## src/sv/rte_pkg.sv

```systemverilog
//------------------------------------------------------------------------------
// rte_pkg
// Shared types and constants for the ranging timing encoder.
//------------------------------------------------------------------------------
package rte_pkg;

   localparam int unsigned BUDGET_W   = 10;
   localparam int unsigned PERIOD_W   = 16;
   localparam int unsigned STATUS_W   = 3;
   localparam int unsigned CMD_W      = 4;

   localparam logic [BUDGET_W-1:0] BUDGET_RESET = 10'd50;
   localparam logic [BUDGET_W-1:0] BUDGET_MIN   = 10'd10;
   localparam logic [BUDGET_W-1:0] BUDGET_MAX   = 10'd200;

   // status codes
   localparam logic [STATUS_W-1:0] ST_OK      = 3'd0;
   localparam logic [STATUS_W-1:0] ST_BUDGET  = 3'd1;
   localparam logic [STATUS_W-1:0] ST_PERIOD  = 3'd2;
   localparam logic [STATUS_W-1:0] ST_OSC     = 3'd3;
   localparam logic [STATUS_W-1:0] ST_DIVZERO = 3'd4;

   // register indexes
   localparam logic REG_BUDGET = 1'b0;
   localparam logic REG_PERIOD = 1'b1;

   // datapath commands
   localparam logic [CMD_W-1:0] CMD_NOP       = 4'd0;
   localparam logic [CMD_W-1:0] CMD_LOAD      = 4'd1;
   localparam logic [CMD_W-1:0] CMD_START_OSC = 4'd2;
   localparam logic [CMD_W-1:0] CMD_STEP      = 4'd3;
   localparam logic [CMD_W-1:0] CMD_MACRO     = 4'd4;
   localparam logic [CMD_W-1:0] CMD_MAC2      = 4'd5;
   localparam logic [CMD_W-1:0] CMD_START_P   = 4'd6;
   localparam logic [CMD_W-1:0] CMD_LATCH_P   = 4'd7;
   localparam logic [CMD_W-1:0] CMD_START_A   = 4'd8;
   localparam logic [CMD_W-1:0] CMD_START_B   = 4'd9;
   localparam logic [CMD_W-1:0] CMD_LATCH_Q   = 4'd10;
   localparam logic [CMD_W-1:0] CMD_NORM      = 4'd11;
   localparam logic [CMD_W-1:0] CMD_STORE_A   = 4'd12;
   localparam logic [CMD_W-1:0] CMD_STORE_B   = 4'd13;
   localparam logic [CMD_W-1:0] CMD_PUBLISH   = 4'd14;

   localparam int unsigned DIV_STEPS = 40;
   localparam int unsigned CNT_W     = 6;

   typedef struct packed {
      logic                div_done;
      logic                norm_fit;
      logic                low_power;
      logic [STATUS_W-1:0] err;
   } dp_status_type;

endpackage

```

## src/sv/ranging_timing_encoder.sv

```systemverilog
//------------------------------------------------------------------------------
// ranging_timing_encoder
// Checks timing budget and period, encodes two range-config words.
//------------------------------------------------------------------------------
// port group   direction   handshake
// req_*        in          req_valid / req_stall
// rsp_*        out         rsp_valid / rsp_stall
// APB          in/out      psel, penable, pwrite, pready (always high)
//
// A passing transaction runs three 40-step divisions on one shared restoring
// divider and up to 24 normalize shifts per word; a failed check skips them,
// and a zero divisor ends the run after the first division.
// Synchronous active-high reset; budget resets to 50 ms, period to 0.
// A finished result waits in the output register while rsp_stall is high;
// the next transaction is accepted meanwhile and parks before publishing.
//------------------------------------------------------------------------------
module ranging_timing_encoder import rte_pkg::*; (
   input  logic        clock,
   input  logic        reset,
   input  logic        req_valid,
   output logic        req_stall,
   input  logic [15:0] req_osc_word,
   input  logic [15:0] req_osc_calibration,
   output logic        rsp_valid,
   input  logic        rsp_stall,
   output logic [2:0]  rsp_status,
   output logic        rsp_low_power_mode,
   output logic [31:0] rsp_period_word,
   output logic [15:0] rsp_config_a,
   output logic [15:0] rsp_config_b,
   input  logic        psel,
   input  logic        penable,
   input  logic        pwrite,
   input  logic [2:0]  paddr,
   input  logic [31:0] pwdata,
   output logic [31:0] prdata,
   output logic        pready
);

   logic [BUDGET_W-1:0] budget_ff, budget_in;
   logic [PERIOD_W-1:0] period_ff, period_in;
   logic                wr_en;
   logic [CMD_W-1:0]    cmd;
   dp_status_type       dp_status;

   assign pready = 1'b1;
   assign wr_en  = psel && penable && pwrite;

   always_comb begin
      budget_in = budget_ff;
      period_in = period_ff;
      if (wr_en) begin
         unique case (paddr[2])
            REG_BUDGET: budget_in = pwdata[BUDGET_W-1:0];
            REG_PERIOD: period_in = pwdata[PERIOD_W-1:0];
            default: begin
            end
         endcase
      end
   end

   always_comb begin
      unique case (paddr[2])
         REG_BUDGET: prdata = 32'(budget_ff);
         REG_PERIOD: prdata = 32'(period_ff);
         default:    prdata = '0;
      endcase
   end

   always_ff @(posedge clock) begin
      if (reset) begin
         budget_ff <= BUDGET_RESET;
         period_ff <= '0;
      end else begin
         budget_ff <= budget_in;
         period_ff <= period_in;
      end
   end

   rte_ctrl u_ctrl (
      .clock     (clock),
      .reset     (reset),
      .req_valid (req_valid),
      .req_stall (req_stall),
      .rsp_valid (rsp_valid),
      .rsp_stall (rsp_stall),
      .dp_status (dp_status),
      .cmd       (cmd)
   );

   rte_dp u_dp (
      .clock              (clock),
      .reset              (reset),
      .cmd                (cmd),
      .osc_word           (req_osc_word),
      .osc_calibration    (req_osc_calibration),
      .budget_ms          (budget_ff),
      .period_ms          (period_ff),
      .dp_status          (dp_status),
      .rsp_status         (rsp_status),
      .rsp_low_power_mode (rsp_low_power_mode),
      .rsp_period_word    (rsp_period_word),
      .rsp_config_a       (rsp_config_a),
      .rsp_config_b       (rsp_config_b)
   );

endmodule

```

## src/sv/rte_dp.sv

```systemverilog
//------------------------------------------------------------------------------
// rte_dp
// Datapath: input capture, checks, shared restoring divider, normalizer.
//------------------------------------------------------------------------------
module rte_dp import rte_pkg::*; (
   input  logic                clock,
   input  logic                reset,
   input  logic [CMD_W-1:0]    cmd,
   input  logic [15:0]         osc_word,
   input  logic [15:0]         osc_calibration,
   input  logic [BUDGET_W-1:0] budget_ms,
   input  logic [PERIOD_W-1:0] period_ms,
   output dp_status_type       dp_status,
   output logic [2:0]          rsp_status,
   output logic                rsp_low_power_mode,
   output logic [31:0]         rsp_period_word,
   output logic [15:0]         rsp_config_a,
   output logic [15:0]         rsp_config_b
);

   // ceil(2^32 / 25), exact for dividends below 2^30
   localparam logic [27:0] RECIP_25 = 28'd171798692;

   logic [15:0] osc_ff, osc_in;
   logic [9:0]  pll_ff, pll_in;
   logic [2:0]  err_ff, err_in;
   logic        lp_ff, lp_in;
   logic [25:0] macro_ff, macro_in;
   logic [31:0] bud_ff, bud_in;
   logic [25:0] prod_ff, prod_in;
   logic [26:0] p8_ff, p8_in;
   logic [54:0] rc_ff, rc_in;
   logic [31:0] pword_ff, pword_in;
   logic [23:0] div_a_ff, div_a_in;
   logic [23:0] div_b_ff, div_b_in;
   logic [31:0] rem_ff, rem_in;
   logic [39:0] quo_ff, quo_in;
   logic [31:0] dsr_ff, dsr_in;
   logic [CNT_W-1:0] cnt_ff, cnt_in;
   logic [31:0] nq_ff, nq_in;
   logic [7:0]  ne_ff, ne_in;
   logic [15:0] ca_ff, ca_in;
   logic [15:0] cb_ff, cb_in;
   logic [2:0]  ost_ff, ost_in;
   logic        olp_ff, olp_in;
   logic [31:0] opw_ff, opw_in;
   logic [15:0] oca_ff, oca_in;
   logic [15:0] ocb_ff, ocb_in;

   logic [32:0] rem_sh;
   logic [33:0] diff;
   logic        ge;
   logic [31:0] mac_full;
   logic [31:0] bud_ms;
   logic [31:0] bud_raw;
   logic [29:0] mac12;

   always_comb begin
      rem_sh   = {rem_ff, quo_ff[39]};
      diff     = {1'b0, rem_sh} - {2'b00, dsr_ff};
      ge       = !diff[33];
      mac_full = quo_ff[31:0] * 32'd2304;
      bud_ms   = 32'(budget_ms) * 32'd1000;
      bud_raw  = (period_ms == '0) ? (bud_ms - 32'd2500) : ((bud_ms - 32'd4300) >> 1);
      mac12    = 30'(macro_ff) * 30'd12;

      osc_in   = osc_ff;
      pll_in   = pll_ff;
      err_in   = err_ff;
      lp_in    = lp_ff;
      macro_in = macro_ff;
      bud_in   = bud_ff;
      prod_in  = prod_ff;
      p8_in    = p8_ff;
      rc_in    = rc_ff;
      pword_in = pword_ff;
      div_a_in = div_a_ff;
      div_b_in = div_b_ff;
      rem_in   = rem_ff;
      quo_in   = quo_ff;
      dsr_in   = dsr_ff;
      cnt_in   = cnt_ff;
      nq_in    = nq_ff;
      ne_in    = ne_ff;
      ca_in    = ca_ff;
      cb_in    = cb_ff;
      ost_in   = ost_ff;
      olp_in   = olp_ff;
      opw_in   = opw_ff;
      oca_in   = oca_ff;
      ocb_in   = ocb_ff;

      unique case (cmd)
         CMD_LOAD: begin
            osc_in   = osc_word;
            pll_in   = osc_calibration[9:0];
            lp_in    = (period_ms != '0);
            pword_in = '0;
            priority if (budget_ms < BUDGET_MIN || budget_ms > BUDGET_MAX) begin
               err_in = ST_BUDGET;
            end else if (period_ms != '0 && period_ms <= PERIOD_W'(budget_ms)) begin
               err_in = ST_PERIOD;
            end else if (osc_word == '0) begin
               err_in = ST_OSC;
            end else begin
               err_in = ST_OK;
            end
         end
         CMD_START_OSC: begin
            quo_in = 40'h0040000000;
            dsr_in = 32'(osc_ff);
            rem_in = '0;
            cnt_in = CNT_W'(DIV_STEPS);
         end
         CMD_STEP: begin
            rem_in = ge ? diff[31:0] : rem_sh[31:0];
            quo_in = {quo_ff[38:0], ge};
            cnt_in = cnt_ff - CNT_W'(1);
         end
         CMD_MACRO: begin
            macro_in = mac_full[31:6];
            bud_in   = bud_raw << 12;
            prod_in  = 26'(period_ms) * 26'(pll_ff);
         end
         CMD_MAC2: begin
            // period word = prod + floor(floor(prod * 11 / 8) / 25)
            p8_in    = 27'((30'(prod_ff) * 30'd11) >> 3);
            div_a_in = macro_ff[25:2];
            div_b_in = mac12[29:6];
            if (macro_ff[25:2] == '0 || mac12[29:6] == '0) begin
               err_in = ST_DIVZERO;
            end
         end
         CMD_START_P: begin
            rc_in = 55'(p8_ff) * 55'(RECIP_25);
         end
         CMD_LATCH_P: begin
            pword_in = 32'(prod_ff) + 32'(rc_ff[54:32]);
         end
         CMD_START_A: begin
            quo_in = {8'h00, bud_ff + 32'(div_a_ff >> 1)};
            dsr_in = 32'(div_a_ff);
            rem_in = '0;
            cnt_in = CNT_W'(DIV_STEPS);
         end
         CMD_START_B: begin
            quo_in = {8'h00, bud_ff + 32'(div_b_ff >> 1)};
            dsr_in = 32'(div_b_ff);
            rem_in = '0;
            cnt_in = CNT_W'(DIV_STEPS);
         end
         CMD_LATCH_Q: begin
            nq_in = quo_ff[31:0] - 32'd1;
            ne_in = '0;
         end
         CMD_NORM: begin
            nq_in = nq_ff >> 1;
            ne_in = ne_ff + 8'd1;
         end
         CMD_STORE_A: begin
            ca_in = {ne_ff, nq_ff[7:0]};
         end
         CMD_STORE_B: begin
            cb_in = {ne_ff, nq_ff[7:0]};
         end
         CMD_PUBLISH: begin
            ost_in = err_ff;
            if (err_ff == ST_OK) begin
               olp_in = lp_ff;
               opw_in = pword_ff;
               oca_in = ca_ff;
               ocb_in = cb_ff;
            end else begin
               olp_in = 1'b0;
               opw_in = '0;
               oca_in = '0;
               ocb_in = '0;
            end
         end
         default: begin
         end
      endcase
   end

   always_ff @(posedge clock) begin
      if (reset) begin
         cnt_ff <= '0;
      end else begin
         cnt_ff <= cnt_in;
      end
   end

   always_ff @(posedge clock) begin
      osc_ff   <= osc_in;
      pll_ff   <= pll_in;
      err_ff   <= err_in;
      lp_ff    <= lp_in;
      macro_ff <= macro_in;
      bud_ff   <= bud_in;
      prod_ff  <= prod_in;
      p8_ff    <= p8_in;
      rc_ff    <= rc_in;
      pword_ff <= pword_in;
      div_a_ff <= div_a_in;
      div_b_ff <= div_b_in;
      rem_ff   <= rem_in;
      quo_ff   <= quo_in;
      dsr_ff   <= dsr_in;
      nq_ff    <= nq_in;
      ne_ff    <= ne_in;
      ca_ff    <= ca_in;
      cb_ff    <= cb_in;
      ost_ff   <= ost_in;
      olp_ff   <= olp_in;
      opw_ff   <= opw_in;
      oca_ff   <= oca_in;
      ocb_ff   <= ocb_in;
   end

   assign dp_status.div_done  = (cnt_ff == '0);
   assign dp_status.norm_fit  = (nq_ff[31:8] == '0);
   assign dp_status.low_power = lp_ff;
   assign dp_status.err       = err_ff;

   assign rsp_status         = ost_ff;
   assign rsp_low_power_mode = olp_ff;
   assign rsp_period_word    = opw_ff;
   assign rsp_config_a       = oca_ff;
   assign rsp_config_b       = ocb_ff;

endmodule

```

## src/sv/rte_ctrl.sv

```systemverilog
//------------------------------------------------------------------------------
// rte_ctrl
// Sequencer: steps the datapath through checks, divisions and normalizing.
//------------------------------------------------------------------------------
module rte_ctrl import rte_pkg::*; (
   input  logic             clock,
   input  logic             reset,
   input  logic             req_valid,
   output logic             req_stall,
   output logic             rsp_valid,
   input  logic             rsp_stall,
   input  dp_status_type    dp_status,
   output logic [CMD_W-1:0] cmd
);

   localparam logic [3:0] S_IDLE  = 4'd0;
   localparam logic [3:0] S_CHECK = 4'd1;
   localparam logic [3:0] S_DIVO  = 4'd2;
   localparam logic [3:0] S_MAC   = 4'd3;
   localparam logic [3:0] S_CHK2  = 4'd4;
   localparam logic [3:0] S_DIVP  = 4'd5;
   localparam logic [3:0] S_STA   = 4'd6;
   localparam logic [3:0] S_DIVA  = 4'd7;
   localparam logic [3:0] S_NORMA = 4'd8;
   localparam logic [3:0] S_STB   = 4'd9;
   localparam logic [3:0] S_DIVB  = 4'd10;
   localparam logic [3:0] S_NORMB = 4'd11;
   localparam logic [3:0] S_FIN   = 4'd12;

   logic [3:0] state_ff, state_in;
   logic       valid_ff, valid_in;

   always_comb begin
      state_in = state_ff;
      valid_in = valid_ff && rsp_stall;
      cmd      = CMD_NOP;
      unique case (state_ff)
         S_IDLE: begin
            if (req_valid) begin
               cmd      = CMD_LOAD;
               state_in = S_CHECK;
            end
         end
         S_CHECK: begin
            if (dp_status.err != ST_OK) begin
               state_in = S_FIN;
            end else begin
               cmd      = CMD_START_OSC;
               state_in = S_DIVO;
            end
         end
         S_DIVO: begin
            if (dp_status.div_done) begin
               cmd      = CMD_MACRO;
               state_in = S_MAC;
            end else begin
               cmd = CMD_STEP;
            end
         end
         S_MAC: begin
            cmd      = CMD_MAC2;
            state_in = S_CHK2;
         end
         S_CHK2: begin
            priority if (dp_status.err != ST_OK) begin
               state_in = S_FIN;
            end else if (dp_status.low_power) begin
               cmd      = CMD_START_P;
               state_in = S_DIVP;
            end else begin
               cmd      = CMD_START_A;
               state_in = S_DIVA;
            end
         end
         S_DIVP: begin
            if (dp_status.div_done) begin
               cmd      = CMD_LATCH_P;
               state_in = S_STA;
            end else begin
               cmd = CMD_STEP;
            end
         end
         S_STA: begin
            cmd      = CMD_START_A;
            state_in = S_DIVA;
         end
         S_DIVA: begin
            if (dp_status.div_done) begin
               cmd      = CMD_LATCH_Q;
               state_in = S_NORMA;
            end else begin
               cmd = CMD_STEP;
            end
         end
         S_NORMA: begin
            if (dp_status.norm_fit) begin
               cmd      = CMD_STORE_A;
               state_in = S_STB;
            end else begin
               cmd = CMD_NORM;
            end
         end
         S_STB: begin
            cmd      = CMD_START_B;
            state_in = S_DIVB;
         end
         S_DIVB: begin
            if (dp_status.div_done) begin
               cmd      = CMD_LATCH_Q;
               state_in = S_NORMB;
            end else begin
               cmd = CMD_STEP;
            end
         end
         S_NORMB: begin
            if (dp_status.norm_fit) begin
               cmd      = CMD_STORE_B;
               state_in = S_FIN;
            end else begin
               cmd = CMD_NORM;
            end
         end
         S_FIN: begin
            if (!valid_ff || !rsp_stall) begin
               cmd      = CMD_PUBLISH;
               valid_in = 1'b1;
               state_in = S_IDLE;
            end
         end
         default: begin
            state_in = S_IDLE;
         end
      endcase
   end

   always_ff @(posedge clock) begin
      if (reset) begin
         state_ff <= S_IDLE;
         valid_ff <= 1'b0;
      end else begin
         state_ff <= state_in;
         valid_ff <= valid_in;
      end
   end

   assign req_stall = (state_ff != S_IDLE);
   assign rsp_valid = valid_ff;

endmodule

```

## config.mk

```make
export PLATFORM = sky130hd
export DESIGN_NAME = ranging_timing_encoder
export DESIGN_NICKNAME = d
export VERILOG_FILES = /design/src/sv/rte_pkg.sv /design/src/sv/ranging_timing_encoder.sv /design/src/sv/rte_dp.sv /design/src/sv/rte_ctrl.sv
export SDC_FILE = /design/constraint.sdc
export NUM_CORES = 2
export LEC_CHECK = 0
export BUFFER_PORTS_ARGS = -buffer_cell sky130_fd_sc_hd__buf_2
export CORE_MARGIN = 5
export CORE_UTILIZATION = 36
export CTS_BUF_LIST = sky130_fd_sc_hd__clkbuf_8
export DETAILED_ROUTE_END_ITERATION = 12
export SLEW_MARGIN = 15
export SYNTH_ARGS = -nofsm -noshare
export SYNTH_HDL_FRONTEND = slang
export SYNTH_SLANG_ARGS = --single-unit
```

## constraint.sdc

```tcl
create_clock -name clock -period 17.1 [get_ports clock]
set_clock_uncertainty 0.2 [all_clocks]
set_input_delay 2.565 -clock clock [delete_from_list [all_inputs] [get_ports clock]]
set_output_delay 2.565 -clock clock [all_outputs]
set_load 0.005 [all_outputs]
```

## Word-level counts from Yosys, hierarchy flattened

Index checks and enable logic that the tools add are counted.

| word-level totals | value |
|---|---|
| memory bits (writable) | 0 |
| logic and storage cells | 156 |
| memories kept | 0 |
| memory bits (read-only) | 0 |
| input port bits | 74 |
| register bits after elaboration | 541 |
| latch bits | 0 |
| output and inout port bits | 103 |

| cells by class | value |
|---|---|
| shifts and indexed selects | 0 |
| reduce and logical (&&, ||, !) cells | 33 |
| multipliers | 6 |
| order comparisons | 3 |
| bitwise gates (word level) | 1 |
| divide/modulo/power cells | 0 |
| add/sub/neg operators | 9 |
| eq/ne operators | 35 |
| muxes and demuxes | 40 |

Operator list:

| cell | count |
|---|---|
| $pmux 32 s2 | 4 |
| $pmux 40 s4 | 1 |
| $pmux 32 s3 | 1 |
| $logic_not 24->1 | 3 |
| $add 32x23->32 | 2 |
| $mux 4 | 14 |
| $mul 27x26->53 const B | 1 |
| $pmux 4 s13 | 1 |
| $eq 4x4->1 const B | 12 |
| $pmux 4 s12 | 1 |
| $sub 33x32->34 | 1 |
| $eq 4x3->1 const B | 8 |
| $logic_not 16->1 | 2 |
| $mul 32x4->24 const B | 1 |
| $mux 32 | 1 |
| $sub 32x1->32 const B | 1 |
| $mul 26x4->30 const B | 1 |
| $add 26x23->27 | 1 |
| $mul 16x10->26 | 1 |
| $mul 24x2->26 const B | 1 |
| $mux 3 | 7 |
| $sub 20x13->21 const B | 1 |
| $mux 20 | 1 |
| $sub 20x12->20 const B | 1 |
| 30 further kinds | 59 |

## Depth between registers and ports, before layout

| depth | value |
|---|---|
| depth after elaboration | 7 |
| mapped depth | 25 |
| gate-level depth less buffers | 25 |

## By module

Synthesis repeated with hierarchy kept, for this count alone.

| unflattened totals | value |
|---|---|
| cell total of the unflattened synthesis | 4415 |
| area, all modules | 45979.1 µm² |

By module, submodules not included:

| module | sequential area each (µm²) | area an instance (µm²) | times used | cells an instance |
|---|---|---|---|---|
| rte_dp | 13783.2 | 43897.1 | 1 | 4185 |
| ranging_timing_encoder | 520.5 | 1453.9 | 1 | 146 |
| rte_ctrl | 100.1 | 628.1 | 1 | 84 |

## Least setup slack after synthesis

No wires, ideal clock.

| path | value |
|---|---|
| kind | register to register |
| from | register u_ctrl.state_ff[1] |
| to | register u_dp.bud_ff[13], enable pin |
| buffers on the path | 2 |
| arrival time | 7527 ps |
| path slack | 8707 ps |
| cell stages (with the launch flop) | 5 |
| cells stage by stage | dfxtp_1 -> clkbuf_1 -> clkbuf_1 -> nand2_1 -> nor4_1 |

| on the way | value |
|---|---|
| word-level cells in the longest chain between the ends | 4 |
| elaborated cells on any way between the ends | 16 |
| those cells by class | 13 x eq/ne; 1 x mux; 2 x reduce/logical |

RTL lines:

| element | line | RTL |
|---|---|---|
| start: declaration | rte_ctrl.sv:30 | `logic [3:0] state_ff, state_in;` |
| start signal: assignment | rte_ctrl.sv:141 | `state_ff <= state_in;` |
| $eq 4x3->1 / $eq 4x4->1 (equally long branches) | rte_ctrl.sv:37 | `unique case (state_ff)` |
| $reduce_or 2->1 (no line) | -- |  |
| $pmux 4 s12 * | rte_ctrl.sv:37 |  |
| $eq 4x3->1 * | rte_dp.sv:93 | `unique case (cmd)` |
| end signal: assignment | rte_dp.sv:199 | `bud_ff <= bud_in;` |
| end: declaration | rte_dp.sv:29 | `logic [31:0] bud_ff, bud_in;` |

Every way passes the cells marked *; elsewhere a longest branch is shown, timed or not.
A chain may end at the register's enable or synchronous reset.

## Final worst setup path

| path | value |
|---|---|
| from | register u_dp.p8_ff[13] |
| to | register u_dp.rc_ff[49] (data pin) |

| on the way | value |
|---|---|
| word-level cells in the longest chain between the ends | 1 |

RTL lines:

| element | line | RTL |
|---|---|---|
| start: declaration | rte_dp.sv:31 | `logic [26:0] p8_ff, p8_in;` |
| start signal: assignment | rte_dp.sv:201 | `p8_ff <= p8_in;` |
| $mul 27x26->53 | rte_dp.sv:135 | `rc_in = 55'(p8_ff) * 55'(RECIP_25);` |
| end signal: assignment | rte_dp.sv:202 | `rc_ff <= rc_in;` |
| end: declaration | rte_dp.sv:32 | `logic [54:0] rc_ff, rc_in;` |

No other way between the ends.

==> reports/metrics.cfg <==
[drt]
antenna_left=0
drc=0
num_vias=31100
drt_iter0_markers=2143
wl_per_cell_um=17.5
dr.pass1.iters=9
vias_per_cell=5.00
drt-total-wl_mm=109

[die]
initial_core_util_pct=36.1
die_area_sq_mm=0.133
ios=177
fp-row-count=130
die_h_um=365
core_sq_mm=0.125
die_w_um=365

[setup_path]
worstSetupEndpointType=register
cpLargestDelayFamily=adder cells
r2r.worst_path.cells=23
cp.required_ns=17.32
rrSetupSlack_ns=9.31
startpoint_type=register
r2r-end=u_dp.rc_ff[49]$_DFFE_PN_
crit_slowest_cell=edfxtp_1
reg2reg_from=u_dp.p8_ff[13]$_DFFE_PP_
crit_arrival_ns=8.01
crit_type=register to register
worstPathCellList=ha_1 > inv_1 > fa_1 > inv_1 > fa_1 > fa_1 > fa_1 > fa_1 > inv_1 > fa_1 > inv_1 > ha_1 > a2111oi_0 > o21ai_1 > o21a_1 > a22o_1 > o21ai_1 > a31oi_1 > a31oi_1 > o21bai_1 > a211oi_1 > o21bai_1 > xor2_1
crit_buf_inv=4
crit_path_frequent_cell=fa_1
critical-path-max-stage-delay_ns=0.73
worstPathMaxFanout=9

[synth]
ys_types=78
ys_seq_area_share_pct=31.8
synthesis.yosys.warnings=0
synth.ff_latch_count=492
syn_area_sq_mm=0.0453
synth_area_leaders=edfxtp_1 (30%), fa_1 (18%), ha_1 (17%), inv_1 (6.7%), xnor2_1 (2.7%)
synthCells=4373
synthFlopType=edfxtp_1
synth.largest_area_cell=edfxtp_1
synth_top_area_share_pct=30.2
synth_edf_count=455
async_flop_share_pct=0
syn_area_per_cell_sq_um=10.4

[hold_path]
hold_class=register to register
min_path_cells=0
hp-start=u_dp.nq_ff[7]$_DFFE_PP_
hold_end=u_dp.cb_ff[7]$_DFFE_PN_

[timing]
fmax_mhz=128
rsz0062_at_grt=false
tightest_slew_ns=1.11
post-route-min-period_ns=7.79
fin_setup_tns_ns=0
maxSlewHeadroom_pct=25.9
hold_violations=0
setup_violations=0
period_share_pct=45.6
drv_slew=0

[outcome]
status=completed

[grt]
grt-ovfl-total=0
grt_pass1_vias=31100
antenna_found_initial=6
grt_first_pass_wirelength_mm=172
grt_max_degree=78
grt_usage_pct=16.3

[clock_network]
postCtsHoldBufs=0
cts_max_path_buffers=3
htree_levels=3
post_cts_buffers=0
clock_latency_ns=0.70
ctsRootBufferMaster=clkbuf_8
cts_sinks=492
cts.repair.resized=0
numCtsBuffers=84
cts_tree=done
clk_pin_slew_ns=0.07

[cells_and_area]
final_common_cell=inv_1
multi_input_area_sq_mm=0.0274
nNetsFinal=5612
drive_gt1_share_pct=6.34
syn_to_final_growth_pct=8.90
mostFrequentLayoutCells=inv_1 (834), ha_1 (613), edfxtp_1 (455)
regArea_sq_mm=0.0144
fill_cells=12300

[placed_design]
place_hpwl_mm=85.4
gp_congestion=0.873
port_buffers=130

[run]
max_cap_viol_count=0

sequential cells by signal (all words and copies together) (netlist names), 19 cells and up:
signal / cells
u_dp.bud_ff: 19
u_dp.pword_ff: 27
u_dp.dsr_ff: 24
u_dp.prod_ff: 26
u_dp.rsp_period_word: 27
u_dp.p8_ff: 27
u_dp.div_b_ff: 24
u_dp.rem_ff: 32
u_dp.nq_ff: 32
u_dp.div_a_ff: 24
u_dp.quo_ff: 40
u_dp.rc_ff: 23
u_dp.macro_ff: 24
cell type report:
type,instances,share of cell area [%]
antenna,2,0.0101
clock buffer,92,2.57
timing repair buffer,151,1.64
inverter,814,6.19
tap,1650,4.18
multi-input combinational,2965,55.6
clock inverter,60,0.611
sequential,492,29.2
worst max path at each step:
stage | to | slack [ns] | cells past startpoint | from
6_report | u_dp.rc_ff[49]$_DFFE_PN_ | 9.31 | 23 | u_dp.p8_ff[13]$_DFFE_PP_
3_3_place_gp | u_dp.rc_ff[49]$_DFFE_PN_ | 9.35 | 23 | u_dp.p8_ff[13]$_DFFE_PP_
2_1_floorplan | u_dp.bud_ff[13]$_SDFFCE_PP0N_ | 8.71 | 4 | u_ctrl.state_ff[1]$_SDFFE_PP0P_
4_1_cts | u_dp.rc_ff[49]$_DFFE_PN_ | 9.25 | 23 | u_dp.p8_ff[13]$_DFFE_PP_
5_1_grt | u_dp.rc_ff[49]$_DFFE_PN_ | 8.75 | 23 | u_dp.p8_ff[13]$_DFFE_PP_
3_5_place_dp | u_dp.rc_ff[49]$_DFFE_PN_ | 9.32 | 23 | u_dp.p8_ff[13]$_DFFE_PP_
cells by family (layout without fill, tap and decap cells):
group	count (synthesis)	after routing	synth area share, %
AND/OR/NAND/NOR	1042	1042	11.3
adder cells (fa/ha/maj)	1030	1030	35.4
buffers and inverters	936	1117	7.94
AO/OA/AOI/OAI	641	641	9.11
flip-flops	492	492	31.8
XOR/XNOR	216	216	4.18
multiplexers	14	14	0.334
other	2	24	0.0166
per-stage QoR:
stage	std cells	hold slack, ns	area (sq um)	setup WS [ns]	utilization, %
6_report	6226	0.278	49300	9.31	39.3
5_1_grt	6225	0.296	49300	8.75	39.3
4_1_cts	6224	0.278	49300	9.25	39.3
3_5_place_dp	6072	0.264	47800	9.32	38.1
3_3_place_gp	6072	0.263	47800	9.35	38.1
2_1_floorplan	4393	0.221	45400	8.71	-
cell usage after synthesis (all sizes together) (23+ instances only):
cell / number
a211oi: 25
a21o: 64
a21oi: 204
a222oi: 25
and2: 159
and3: 23
buf: 29
clkbuf: 93
dfxtp: 37
edfxtp: 455
fa: 417
ha: 613
inv: 813
nand2: 316
nand2b: 35
nand3: 56
nand4: 25
nor2: 214
nor2b: 36
nor3: 80
nor4: 31
o21a: 31
o21ai: 130
xnor2: 141
xor2: 75
layer usage:
layer | GRT usage (%) | share of wire [%] | vias up | wire, um
met5 | 0 | 0.024 | - | 26
met2 | 25.1 | 44 | 775 | 47600
met3 | 3.04 | 5.9 | 140 | 6380
met1 | 23.9 | 48 | 15300 | 52600
met4 | 3.69 | 2.0 | 4 | 2220
li1 | - | - | 14900 | -
Power is left out: the tool's default activity adds up to more than one toggle a clock period on the data nets, which glitch-free logic cannot reach.
